## src/hdl/mm_pkg.sv

```systemverilog
// ----------------------------------------------------------------------------
// Matrix multiply package
// Shared sizes, request and register codes, and helpers for the fixed-point
// matrix multiply block.
// ----------------------------------------------------------------------------
package mm_pkg;

  // Storage and number format
  localparam int MAX_DIM    = 8;
  localparam int DATA_WIDTH = 16;
  localparam int FRAC_BITS  = 12;

  localparam int IDX_W  = $clog2(MAX_DIM);
  localparam int DIM_W  = $clog2(MAX_DIM + 1);
  localparam int CELLS  = MAX_DIM * MAX_DIM;
  localparam int ADDR_W = $clog2(CELLS);
  localparam int PROD_W = 2 * DATA_WIDTH;
  localparam int ACC_W  = PROD_W + $clog2(MAX_DIM) + 1;

  // Port field widths
  localparam int CFG_W   = 4;
  localparam int REQ_W   = 2;
  localparam int POS_W   = 3;
  localparam int VAL_W   = 16;
  localparam int TDATA_W = 24;
  localparam int PADDR_W = 4;
  localparam int PDATA_W = 32;

  // Request codes (tuser on the input stream)
  localparam logic [REQ_W-1:0] REQ_WRITE_A = 2'd0;
  localparam logic [REQ_W-1:0] REQ_WRITE_B = 2'd1;
  localparam logic [REQ_W-1:0] REQ_COMPUTE = 2'd2;

  // Register indexes (byte address / 4)
  localparam logic [1:0] REG_ROWS_A    = 2'd0;
  localparam logic [1:0] REG_INNER_DIM = 2'd1;
  localparam logic [1:0] REG_COLS_B    = 2'd2;

  // Rounding offset: half an output step
  localparam logic signed [ACC_W-1:0] RND_HALF =
    (FRAC_BITS > 0) ? ACC_W'(64'(1) << (FRAC_BITS > 0 ? FRAC_BITS - 1 : 0)) : '0;

  // Saturation limits of the element format
  localparam logic signed [ACC_W-1:0] SAT_HI = ACC_W'((64'(1) << (DATA_WIDTH - 1)) - 1);
  localparam logic signed [ACC_W-1:0] SAT_LO = -SAT_HI - ACC_W'(1);

  // Sequencer states
  typedef enum logic [1:0] {
    ST_IDLE,
    ST_CALC,
    ST_DRAIN,
    ST_ROUND
  } state_e;

  // Register value to effective dimension: zero acts as one, clamp to MAX_DIM
  function automatic logic [DIM_W-1:0] eff_dim(input logic [CFG_W-1:0] r);
    logic [DIM_W-1:0] d;
    if (r == '0) begin
      d = DIM_W'(1);
    end else if (32'(r) > MAX_DIM) begin
      d = DIM_W'(MAX_DIM);
    end else begin
      d = DIM_W'(r);
    end
    return d;
  endfunction

endpackage

```

## src/hdl/matrix_multiply.sv

```systemverilog
// ----------------------------------------------------------------------------
// Matrix multiply
// Fixed-point C = A * B with A and B held in two RAMs and one shared
// multiply-accumulate unit.
// ----------------------------------------------------------------------------
// Element writes (tuser 0 for A, 1 for B) are accepted back to back. A compute
// transaction (tuser 2) occupies the block until its last result is queued:
// every element of C takes inner_dim products through the single 16x16
// multiplier, then passes the RAM read, product register, accumulate and
// rounding steps. Results leave in row-major order from an output register,
// so the next element is computed while the current one waits. Effective
// dimensions clamp: a zero register acts as 1, values above 8 act as 8.
// Reading an element never written returns unspecified data.
// ----------------------------------------------------------------------------
module matrix_multiply (
  input  logic                       clk_i,
  input  logic                       rst_ni,

  // Configuration port
  input  logic                       psel,
  input  logic                       penable,
  input  logic                       pwrite,
  input  logic [mm_pkg::PADDR_W-1:0] paddr,
  input  logic [mm_pkg::PDATA_W-1:0] pwdata,
  output logic [mm_pkg::PDATA_W-1:0] prdata,
  output logic                       pready,

  // Request stream
  input  logic                       s_axis_tvalid,
  output logic                       s_axis_tready,
  // [2:0] row_index, [5:3] col_index, [21:6] elem_value, [23:22] zero
  input  logic [mm_pkg::TDATA_W-1:0] s_axis_tdata,
  // [1:0] req_type
  input  logic [mm_pkg::REQ_W-1:0]   s_axis_tuser,

  // Result stream
  output logic                       m_axis_tvalid,
  input  logic                       m_axis_tready,
  // [2:0] out_row, [5:3] out_col, [21:6] out_value, [23:22] zero
  output logic [mm_pkg::TDATA_W-1:0] m_axis_tdata,
  // [0] saturated
  output logic [0:0]                 m_axis_tuser,
  output logic                       m_axis_tlast
);

  localparam int DW     = mm_pkg::DATA_WIDTH;
  localparam int AW     = mm_pkg::ADDR_W;
  localparam int IW     = mm_pkg::IDX_W;
  localparam int NW     = mm_pkg::DIM_W;
  localparam int CW     = mm_pkg::CFG_W;
  localparam int PW     = mm_pkg::POS_W;
  localparam int VW     = mm_pkg::VAL_W;
  localparam int ACCW   = mm_pkg::ACC_W;

  // --------------------------------------------------------------------------
  // Configuration registers
  // --------------------------------------------------------------------------
  logic [CW-1:0] rows_a_q, inner_dim_q, cols_b_q;
  logic          cfg_wr;
  logic [1:0]    cfg_idx;

  assign pready  = 1'b1;
  assign cfg_idx = paddr[3:2];
  assign cfg_wr  = psel && penable && pwrite;

  always_ff @(posedge clk_i or negedge rst_ni) begin
    if (!rst_ni) begin
      rows_a_q    <= CW'(8);
      inner_dim_q <= CW'(8);
      cols_b_q    <= CW'(8);
    end else if (cfg_wr) begin
      if (cfg_idx == mm_pkg::REG_ROWS_A)    rows_a_q    <= pwdata[CW-1:0];
      if (cfg_idx == mm_pkg::REG_INNER_DIM) inner_dim_q <= pwdata[CW-1:0];
      if (cfg_idx == mm_pkg::REG_COLS_B)    cols_b_q    <= pwdata[CW-1:0];
    end
  end

  // Register readback
  always_comb begin
    prdata = '0;
    unique case (cfg_idx)
      mm_pkg::REG_ROWS_A:    prdata = mm_pkg::PDATA_W'(rows_a_q);
      mm_pkg::REG_INNER_DIM: prdata = mm_pkg::PDATA_W'(inner_dim_q);
      mm_pkg::REG_COLS_B:    prdata = mm_pkg::PDATA_W'(cols_b_q);
      default:               prdata = '0;
    endcase
  end

  // Effective dimensions
  logic [NW-1:0] nr, nk, nc;
  assign nr = mm_pkg::eff_dim(rows_a_q);
  assign nk = mm_pkg::eff_dim(inner_dim_q);
  assign nc = mm_pkg::eff_dim(cols_b_q);

  // --------------------------------------------------------------------------
  // Input unpacking and element writes
  // --------------------------------------------------------------------------
  logic [PW-1:0]       in_row, in_col;
  logic signed [VW-1:0] in_val;
  logic                in_hs, in_range;
  logic [AW-1:0]       wr_addr;
  logic                a_we, b_we;
  logic [DW-1:0]       wr_data;

  assign in_row   = s_axis_tdata[PW-1:0];
  assign in_col   = s_axis_tdata[2*PW-1:PW];
  assign in_val   = s_axis_tdata[2*PW+VW-1:2*PW];
  assign in_hs    = s_axis_tvalid && s_axis_tready;
  assign in_range = (32'(in_row) < mm_pkg::MAX_DIM) && (32'(in_col) < mm_pkg::MAX_DIM);
  assign wr_addr  = AW'(in_row) * AW'(mm_pkg::MAX_DIM) + AW'(in_col);
  assign wr_data  = DW'(in_val);
  assign a_we     = in_hs && in_range && (s_axis_tuser == mm_pkg::REQ_WRITE_A);
  assign b_we     = in_hs && in_range && (s_axis_tuser == mm_pkg::REQ_WRITE_B);

  // --------------------------------------------------------------------------
  // Sequencer
  // --------------------------------------------------------------------------
  mm_pkg::state_e state_q, state_d;
  logic [IW-1:0]  y_q, y_d, x_q, x_d, e_q, e_d;
  logic           e_last, x_last, y_last, start;
  logic           out_vld_q, out_vld_d, out_free, load;
  logic           mul_vld_q, mul_last_q;

  assign e_last   = (NW'(e_q) + NW'(1)) == nk;
  assign x_last   = (NW'(x_q) + NW'(1)) == nc;
  assign y_last   = (NW'(y_q) + NW'(1)) == nr;
  assign start    = in_hs && (s_axis_tuser == mm_pkg::REQ_COMPUTE);
  assign out_free = !out_vld_q || m_axis_tready;
  assign load     = (state_q == mm_pkg::ST_ROUND) && out_free;

  // Ready only while idle
  assign s_axis_tready = (state_q == mm_pkg::ST_IDLE);

  // Next state
  always_comb begin
    state_d = state_q;
    unique case (state_q)
      mm_pkg::ST_IDLE:  if (start) state_d = mm_pkg::ST_CALC;
      mm_pkg::ST_CALC:  if (e_last) state_d = mm_pkg::ST_DRAIN;
      mm_pkg::ST_DRAIN: if (mul_vld_q && mul_last_q) state_d = mm_pkg::ST_ROUND;
      mm_pkg::ST_ROUND: begin
        if (out_free) begin
          state_d = (x_last && y_last) ? mm_pkg::ST_IDLE : mm_pkg::ST_CALC;
        end
      end
      default:          state_d = mm_pkg::ST_IDLE;
    endcase
  end

  // Loop counters
  always_comb begin
    y_d = y_q;
    x_d = x_q;
    e_d = e_q;
    unique case (state_q)
      mm_pkg::ST_IDLE: begin
        if (start) begin
          y_d = '0;
          x_d = '0;
          e_d = '0;
        end
      end
      mm_pkg::ST_CALC: begin
        e_d = e_last ? '0 : e_q + IW'(1);
      end
      mm_pkg::ST_ROUND: begin
        if (out_free) begin
          if (x_last) begin
            x_d = '0;
            y_d = y_q + IW'(1);
          end else begin
            x_d = x_q + IW'(1);
          end
        end
      end
      default: ;
    endcase
  end

  always_ff @(posedge clk_i or negedge rst_ni) begin
    if (!rst_ni) begin
      state_q <= mm_pkg::ST_IDLE;
      y_q     <= '0;
      x_q     <= '0;
      e_q     <= '0;
    end else begin
      state_q <= state_d;
      y_q     <= y_d;
      x_q     <= x_d;
      e_q     <= e_d;
    end
  end

  // --------------------------------------------------------------------------
  // Matrix storage
  // --------------------------------------------------------------------------
  logic [AW-1:0] a_raddr, b_raddr;
  logic [DW-1:0] a_rdata, b_rdata;

  assign a_raddr = AW'(y_q) * AW'(mm_pkg::MAX_DIM) + AW'(e_q);
  assign b_raddr = AW'(e_q) * AW'(mm_pkg::MAX_DIM) + AW'(x_q);

  mm_ram #(.WIDTH(DW), .DEPTH(mm_pkg::CELLS)) u_ram_a (
    .clk_i   (clk_i),
    .we_i    (a_we),
    .waddr_i (wr_addr),
    .wdata_i (wr_data),
    .raddr_i (a_raddr),
    .rdata_o (a_rdata)
  );

  mm_ram #(.WIDTH(DW), .DEPTH(mm_pkg::CELLS)) u_ram_b (
    .clk_i   (clk_i),
    .we_i    (b_we),
    .waddr_i (wr_addr),
    .wdata_i (wr_data),
    .raddr_i (b_raddr),
    .rdata_o (b_rdata)
  );

  // --------------------------------------------------------------------------
  // Multiply-accumulate pipeline: read, multiply, accumulate
  // --------------------------------------------------------------------------
  logic                      rd_vld_q, rd_first_q, rd_last_q;
  logic                      mul_first_q;
  logic signed [2*DW-1:0]    prod_q;
  logic signed [ACCW-1:0]    acc_q, acc_d;

  always_ff @(posedge clk_i or negedge rst_ni) begin
    if (!rst_ni) begin
      rd_vld_q    <= 1'b0;
      rd_first_q  <= 1'b0;
      rd_last_q   <= 1'b0;
      mul_vld_q   <= 1'b0;
      mul_first_q <= 1'b0;
      mul_last_q  <= 1'b0;
    end else begin
      rd_vld_q    <= (state_q == mm_pkg::ST_CALC);
      rd_first_q  <= (e_q == '0);
      rd_last_q   <= e_last;
      mul_vld_q   <= rd_vld_q;
      mul_first_q <= rd_first_q;
      mul_last_q  <= rd_last_q;
    end
  end

  // Product register
  always_ff @(posedge clk_i) begin
    prod_q <= $signed(a_rdata) * $signed(b_rdata);
  end

  // Accumulator, restarted on the first product of each element
  always_comb begin
    acc_d = acc_q;
    if (mul_vld_q) begin
      acc_d = (mul_first_q ? ACCW'(0) : acc_q) + ACCW'(prod_q);
    end
  end

  always_ff @(posedge clk_i) begin
    acc_q <= acc_d;
  end

  // --------------------------------------------------------------------------
  // Round to nearest, saturate, and output register
  // --------------------------------------------------------------------------
  logic signed [ACCW-1:0] rnd_sum, rnd_shift;
  logic                   sat_hi, sat_lo;
  logic [DW-1:0]          rnd_val;

  assign rnd_sum   = acc_q + mm_pkg::RND_HALF;
  assign rnd_shift = rnd_sum >>> mm_pkg::FRAC_BITS;
  assign sat_hi    = rnd_shift > mm_pkg::SAT_HI;
  assign sat_lo    = rnd_shift < mm_pkg::SAT_LO;

  always_comb begin
    priority if (sat_hi) begin
      rnd_val = DW'(mm_pkg::SAT_HI);
    end else if (sat_lo) begin
      rnd_val = DW'(mm_pkg::SAT_LO);
    end else begin
      rnd_val = DW'(rnd_shift);
    end
  end

  logic [PW-1:0] out_row_q, out_col_q;
  logic [VW-1:0] out_val_q;
  logic          out_sat_q, out_last_q;

  assign out_vld_d = load ? 1'b1 : (m_axis_tready ? 1'b0 : out_vld_q);

  always_ff @(posedge clk_i or negedge rst_ni) begin
    if (!rst_ni) begin
      out_vld_q <= 1'b0;
    end else begin
      out_vld_q <= out_vld_d;
    end
  end

  always_ff @(posedge clk_i) begin
    if (load) begin
      out_row_q  <= PW'(y_q);
      out_col_q  <= PW'(x_q);
      out_val_q  <= VW'(rnd_val);
      out_sat_q  <= sat_hi || sat_lo;
      out_last_q <= x_last && y_last;
    end
  end

  assign m_axis_tvalid = out_vld_q;
  assign m_axis_tdata  = {2'b00, out_val_q, out_col_q, out_row_q};
  assign m_axis_tuser  = out_sat_q;
  assign m_axis_tlast  = out_last_q;

endmodule

```

## src/hdl/mm_ram.sv

```systemverilog
// ----------------------------------------------------------------------------
// Generic RAM
// One write port and one read port, read data registered.
// ----------------------------------------------------------------------------
module mm_ram #(
  parameter int WIDTH = 16,
  parameter int DEPTH = 64
) (
  input  logic                     clk_i,
  input  logic                     we_i,
  input  logic [$clog2(DEPTH)-1:0] waddr_i,
  input  logic [WIDTH-1:0]         wdata_i,
  input  logic [$clog2(DEPTH)-1:0] raddr_i,
  output logic [WIDTH-1:0]         rdata_o
);

  logic [WIDTH-1:0] mem_q [DEPTH];
  logic [WIDTH-1:0] rdata_q;

  // Write port
  always_ff @(posedge clk_i) begin
    if (we_i) begin
      mem_q[waddr_i] <= wdata_i;
    end
  end

  // Registered read port
  always_ff @(posedge clk_i) begin
    rdata_q <= mem_q[raddr_i];
  end

  assign rdata_o = rdata_q;

endmodule
```

## config.mk

```make
export PLATFORM = sky130hd
export DESIGN_NAME = matrix_multiply
export DESIGN_NICKNAME = d
export VERILOG_FILES = /design/src/hdl/mm_pkg.sv /design/src/hdl/matrix_multiply.sv /design/src/hdl/mm_ram.sv
export SDC_FILE = /design/constraint.sdc
export NUM_CORES = 2
export LEC_CHECK = 0
export ABC_CLOCK_PERIOD_IN_PS = 13300
export BUFFER_PORTS_ARGS = -buffer_cell sky130_fd_sc_hd__clkbuf_2
export CAP_MARGIN = 40
export CORE_AREA = 5 5 390 392
export CTS_CLUSTER_SIZE = 30
export DETAILED_ROUTE_END_ITERATION = 10
export DIE_AREA = 0 0 395 397
export MAX_ROUTING_LAYER = met4
export PLACE_DENSITY = 0.89
export SLEW_MARGIN = 20
export SYNTH_ARGS = -nofsm -noshare
export SYNTH_HDL_FRONTEND = slang
export SYNTH_SLANG_ARGS = --single-unit
```

## constraint.sdc

```tcl
create_clock -name clk_i -period 13.3 [get_ports clk_i]
set_input_delay 1.995 -clock clk_i [delete_from_list [all_inputs] [get_ports clk_i]]
set_output_delay 1.995 -clock clk_i [all_outputs]
set_load 0.02 [all_outputs]
```

==> impl_metrics.env <==
export IMPL_status="finished, final reports clean"
export IMPL_avgSynthCellArea_um2=19.3
export IMPL_final_hold_viol_count=0
export IMPL_worst_pin_slew_ps=1190
export IMPL_async_flop_share=0.0136
export IMPL_die_area_um2=157000
export IMPL_die_y_um=397
export IMPL_dp_cells=6928
export IMPL_grt_pass1_vias=53600
export IMPL_vias_per_cell=7.32
export IMPL_fin_tns_setup_ps=0
export IMPL_drive_gt1_frac=0.231
export IMPL_cp_required_ps=14100
export IMPL_grt_setup_unrepaired="false"
export IMPL_antenna_left=0
export IMPL_max_stage_delay_ps=820
export IMPL_grt_max_degree=169
export IMPL_die_w_um=395
export IMPL_fillers=7767
export IMPL_crit_type="register to register"
export IMPL_stdcell_count=7345
export IMPL_worstPathCellList="nand2_1 > fa_1 > inv_1 > fa_1 > inv_1 > fa_1 > inv_1 > fa_1 > fa_1 > inv_1 > fa_1 > inv_1 > ha_1 > a21oi_1 > o21ai_0 > a22o_1 > a311oi_1 > o21ai_0 > a31oi_1 > o21ai_0 > a21oi_1 > xnor2_1"
export IMPL_cts_sink_count=2202
export IMPL_yosysSeqAreaShare=0.685
export IMPL_fin_crit_ps=6800
export IMPL_place_ws_ps=6660
export IMPL_slew_limit_headroom=0.205
export IMPL_report_final_slew_viol_count=0
export IMPL_synth_edf_count=2108
export IMPL_final_util=0.714
export IMPL_skew_ps=42.3
export IMPL_hp_class="register to register"
export IMPL_coreArea_um2=149000
export IMPL_crit_slowest_cell="dfxtp_1"
export IMPL_max_freq_ghz=0.147
export IMPL_cts_resized=0
export IMPL_overflow=0
export IMPL_yosys_most_used_dff="edfxtp_1"
export IMPL_first_iter_violations=9145
export IMPL_num_vias=53800
export IMPL_synthesis_instances=4951
export IMPL_fin_ws_ps=6500
export IMPL_setup_viol=0
export IMPL_clk_pin_slew_ps=70
export IMPL_drt_wl_total_um=277000
export IMPL_synth_cell_types=68
export IMPL_cts_buffers=202
export IMPL_end_kind="register"
export IMPL_cts_buffer_depth=3
export IMPL_ys_seq_elements=2202
export IMPL_antenna_found_initial=25
export IMPL_path_buf_inv=5
export IMPL_cp_common_cell="fa_1"
export IMPL_grt_first_pass_wirelength_um=387000
export IMPL_cts_root_buf="clkbuf_16"
export IMPL_place_hpwl_um=146000
export IMPL_wl_per_cell_um=37.7
export IMPL_yosys_warnings=0
export IMPL_critPathArrivalTime_ps=7600
export IMPL_finalCritPeriodShare=0.512
export IMPL_path_max_fanout=16
export IMPL_syn2layout_area_growth_pct=11.1
export IMPL_cts_setup_buffers=0
export IMPL_cts_htree_levels=4
export IMPL_insertion_delay_ps=870
export IMPL_startpoint_type="register"
export IMPL_layout_commonest_cell="edfxtp_1"
export IMPL_place_congestion=0.846
export IMPL_portBuffers=66
export IMPL_num_rows=142
export IMPL_grt_usage=0.358
export IMPL_dr_pass1_iters=6
export IMPL_final_net_count=5668
export IMPL_post_synth_instance_area_um2=95400
export IMPL_pin_count=130
export IMPL_max_cap_viol_count=0
export IMPL_cpLargestDelayFamily="adder cells"
export IMPL_final_cell_mix="2,108 x edfxtp_1, 627 x mux4_2, 316 x inv_1"
export IMPL_initial_core_util=0.642
export IMPL_drc=0
export IMPL_cts_hold_buf=0
export IMPL_cts_tree="yes"
cells in the mapped netlist, types with 12 or more instances:
cell / instances / share of area
a21o_1: 28 / 0.0022
a21oi_1: 75 / 0.0039
a221oi_1: 16 / 0.0015
a22oi_1: 17 / 0.0013
and2_1: 127 / 0.0083
and3_1: 19 / 0.0012
buf_1: 42 / 0.0017
buf_2: 18 / 0.00094
buf_4: 31 / 0.0024
clkbuf_1: 157 / 0.0062
dfrtp_1: 27 / 0.0071
dfxtp_1: 64 / 0.013
edfxtp_1: 2108 / 0.66
fa_1: 263 / 0.055
ha_1: 126 / 0.017
inv_1: 317 / 0.012
mux2_2: 29 / 0.0034
mux2i_1: 50 / 0.0052
mux4_2: 627 / 0.15
nand2_1: 213 / 0.0084
nand2b_1: 20 / 0.0013
nand3_1: 30 / 0.0016
nor2_1: 196 / 0.0077
nor2b_1: 43 / 0.0028
nor3_1: 12 / 0.00063
o21ai_0: 97 / 0.0051
xnor2_1: 57 / 0.0052
xor2_1: 32 / 0.0029
final timing paths:
path,start,to,slack [ps],cells after the start
max,u_ram_b.rdata_o[9],prod_q[26],6500,22
min,rd_first_q,mul_first_q,360,0
max reg2reg,u_ram_b.rdata_o[9],prod_q[26],6500,22
min reg2reg,rd_first_q,mul_first_q,360,0
max in group asynchronous,rst_ni,cols_b_q[3],11920,2
min in group asynchronous,rst_ni,rows_a_q[0],940,1
sequential cells by signal (all words and copies together), names as in the netlist, 4 cells and up:
| name | count |
|---|---|
| u_ram_b.rdata_o | 16 |
| u_ram_a.mem_q | 1024 |
| u_ram_b.mem_q | 1024 |
| rows_a_q | 4 |
| cols_b_q | 4 |
| out_val_q | 16 |
| prod_q | 32 |
| inner_dim_q | 4 |
| acc_q | 36 |
| u_ram_a.rdata_o | 16 |
logic make-up after synthesis:
kind of cell / synth area share
muxes: 0.157
and+or+nand+nor: 0.0345
adders and majority gates: 0.0717
buffers and inverters: 0.0237
other: 0.0000787
DFF: 0.685
xor gates and xnor gates: 0.00817
AOI/OAI and AO/OA: 0.0200
metal layers:
metal | vias up | track usage | part of all wire
met5 | - | - | 0
met4 | 0 | 0.206 | 0.085
met3 | 1357 | 0.0892 | 0.13
met2 | 5635 | 0.559 | 0.48
met1 | 26900 | 0.433 | 0.31
li1 | 19800 | - | -
layout make-up:
type / count / area [µm²] / area share
clock buffer: 252 / 5370 / 0.0507
clock inverter: 119 / 1190 / 0.0112
multi-input combinational: 2213 / 27900 / 0.263
timing repair buffer: 274 / 2490 / 0.0235
sequential: 2202 / 65400 / 0.617
inverter: 317 / 1190 / 0.0113
antenna: 24 / 60.1 / 0.000567
tap: 1944 / 2430 / 0.0230
worst register-to-register path, stage by stage (launching register included):
cell      delay (ps)
dfxtp_1          820
nand2_1          270
fa_1             600
inv_1             70
fa_1             380
inv_1            100
fa_1             420
inv_1             90
fa_1             410
fa_1             490
inv_1             50
fa_1             470
inv_1             40
ha_1             320
a21oi_1          150
o21ai_0          200
a22o_1           240
a311oi_1         510
o21ai_0          360
a31oi_1          340
o21ai_0          120
a21oi_1          190
xnor2_1          130
metrics by stage:
stage               cell area [µm²]  hold WS [ps]
detailed placement            98900           345
CTS                          106000           363
finish                       106000           364
global placement              98600           332
floorplan                     95500           331
global route                 106000           364
Power is left out: the tool's default activity adds up to more than one toggle a clock period on the data nets, which glitch-free logic cannot reach.
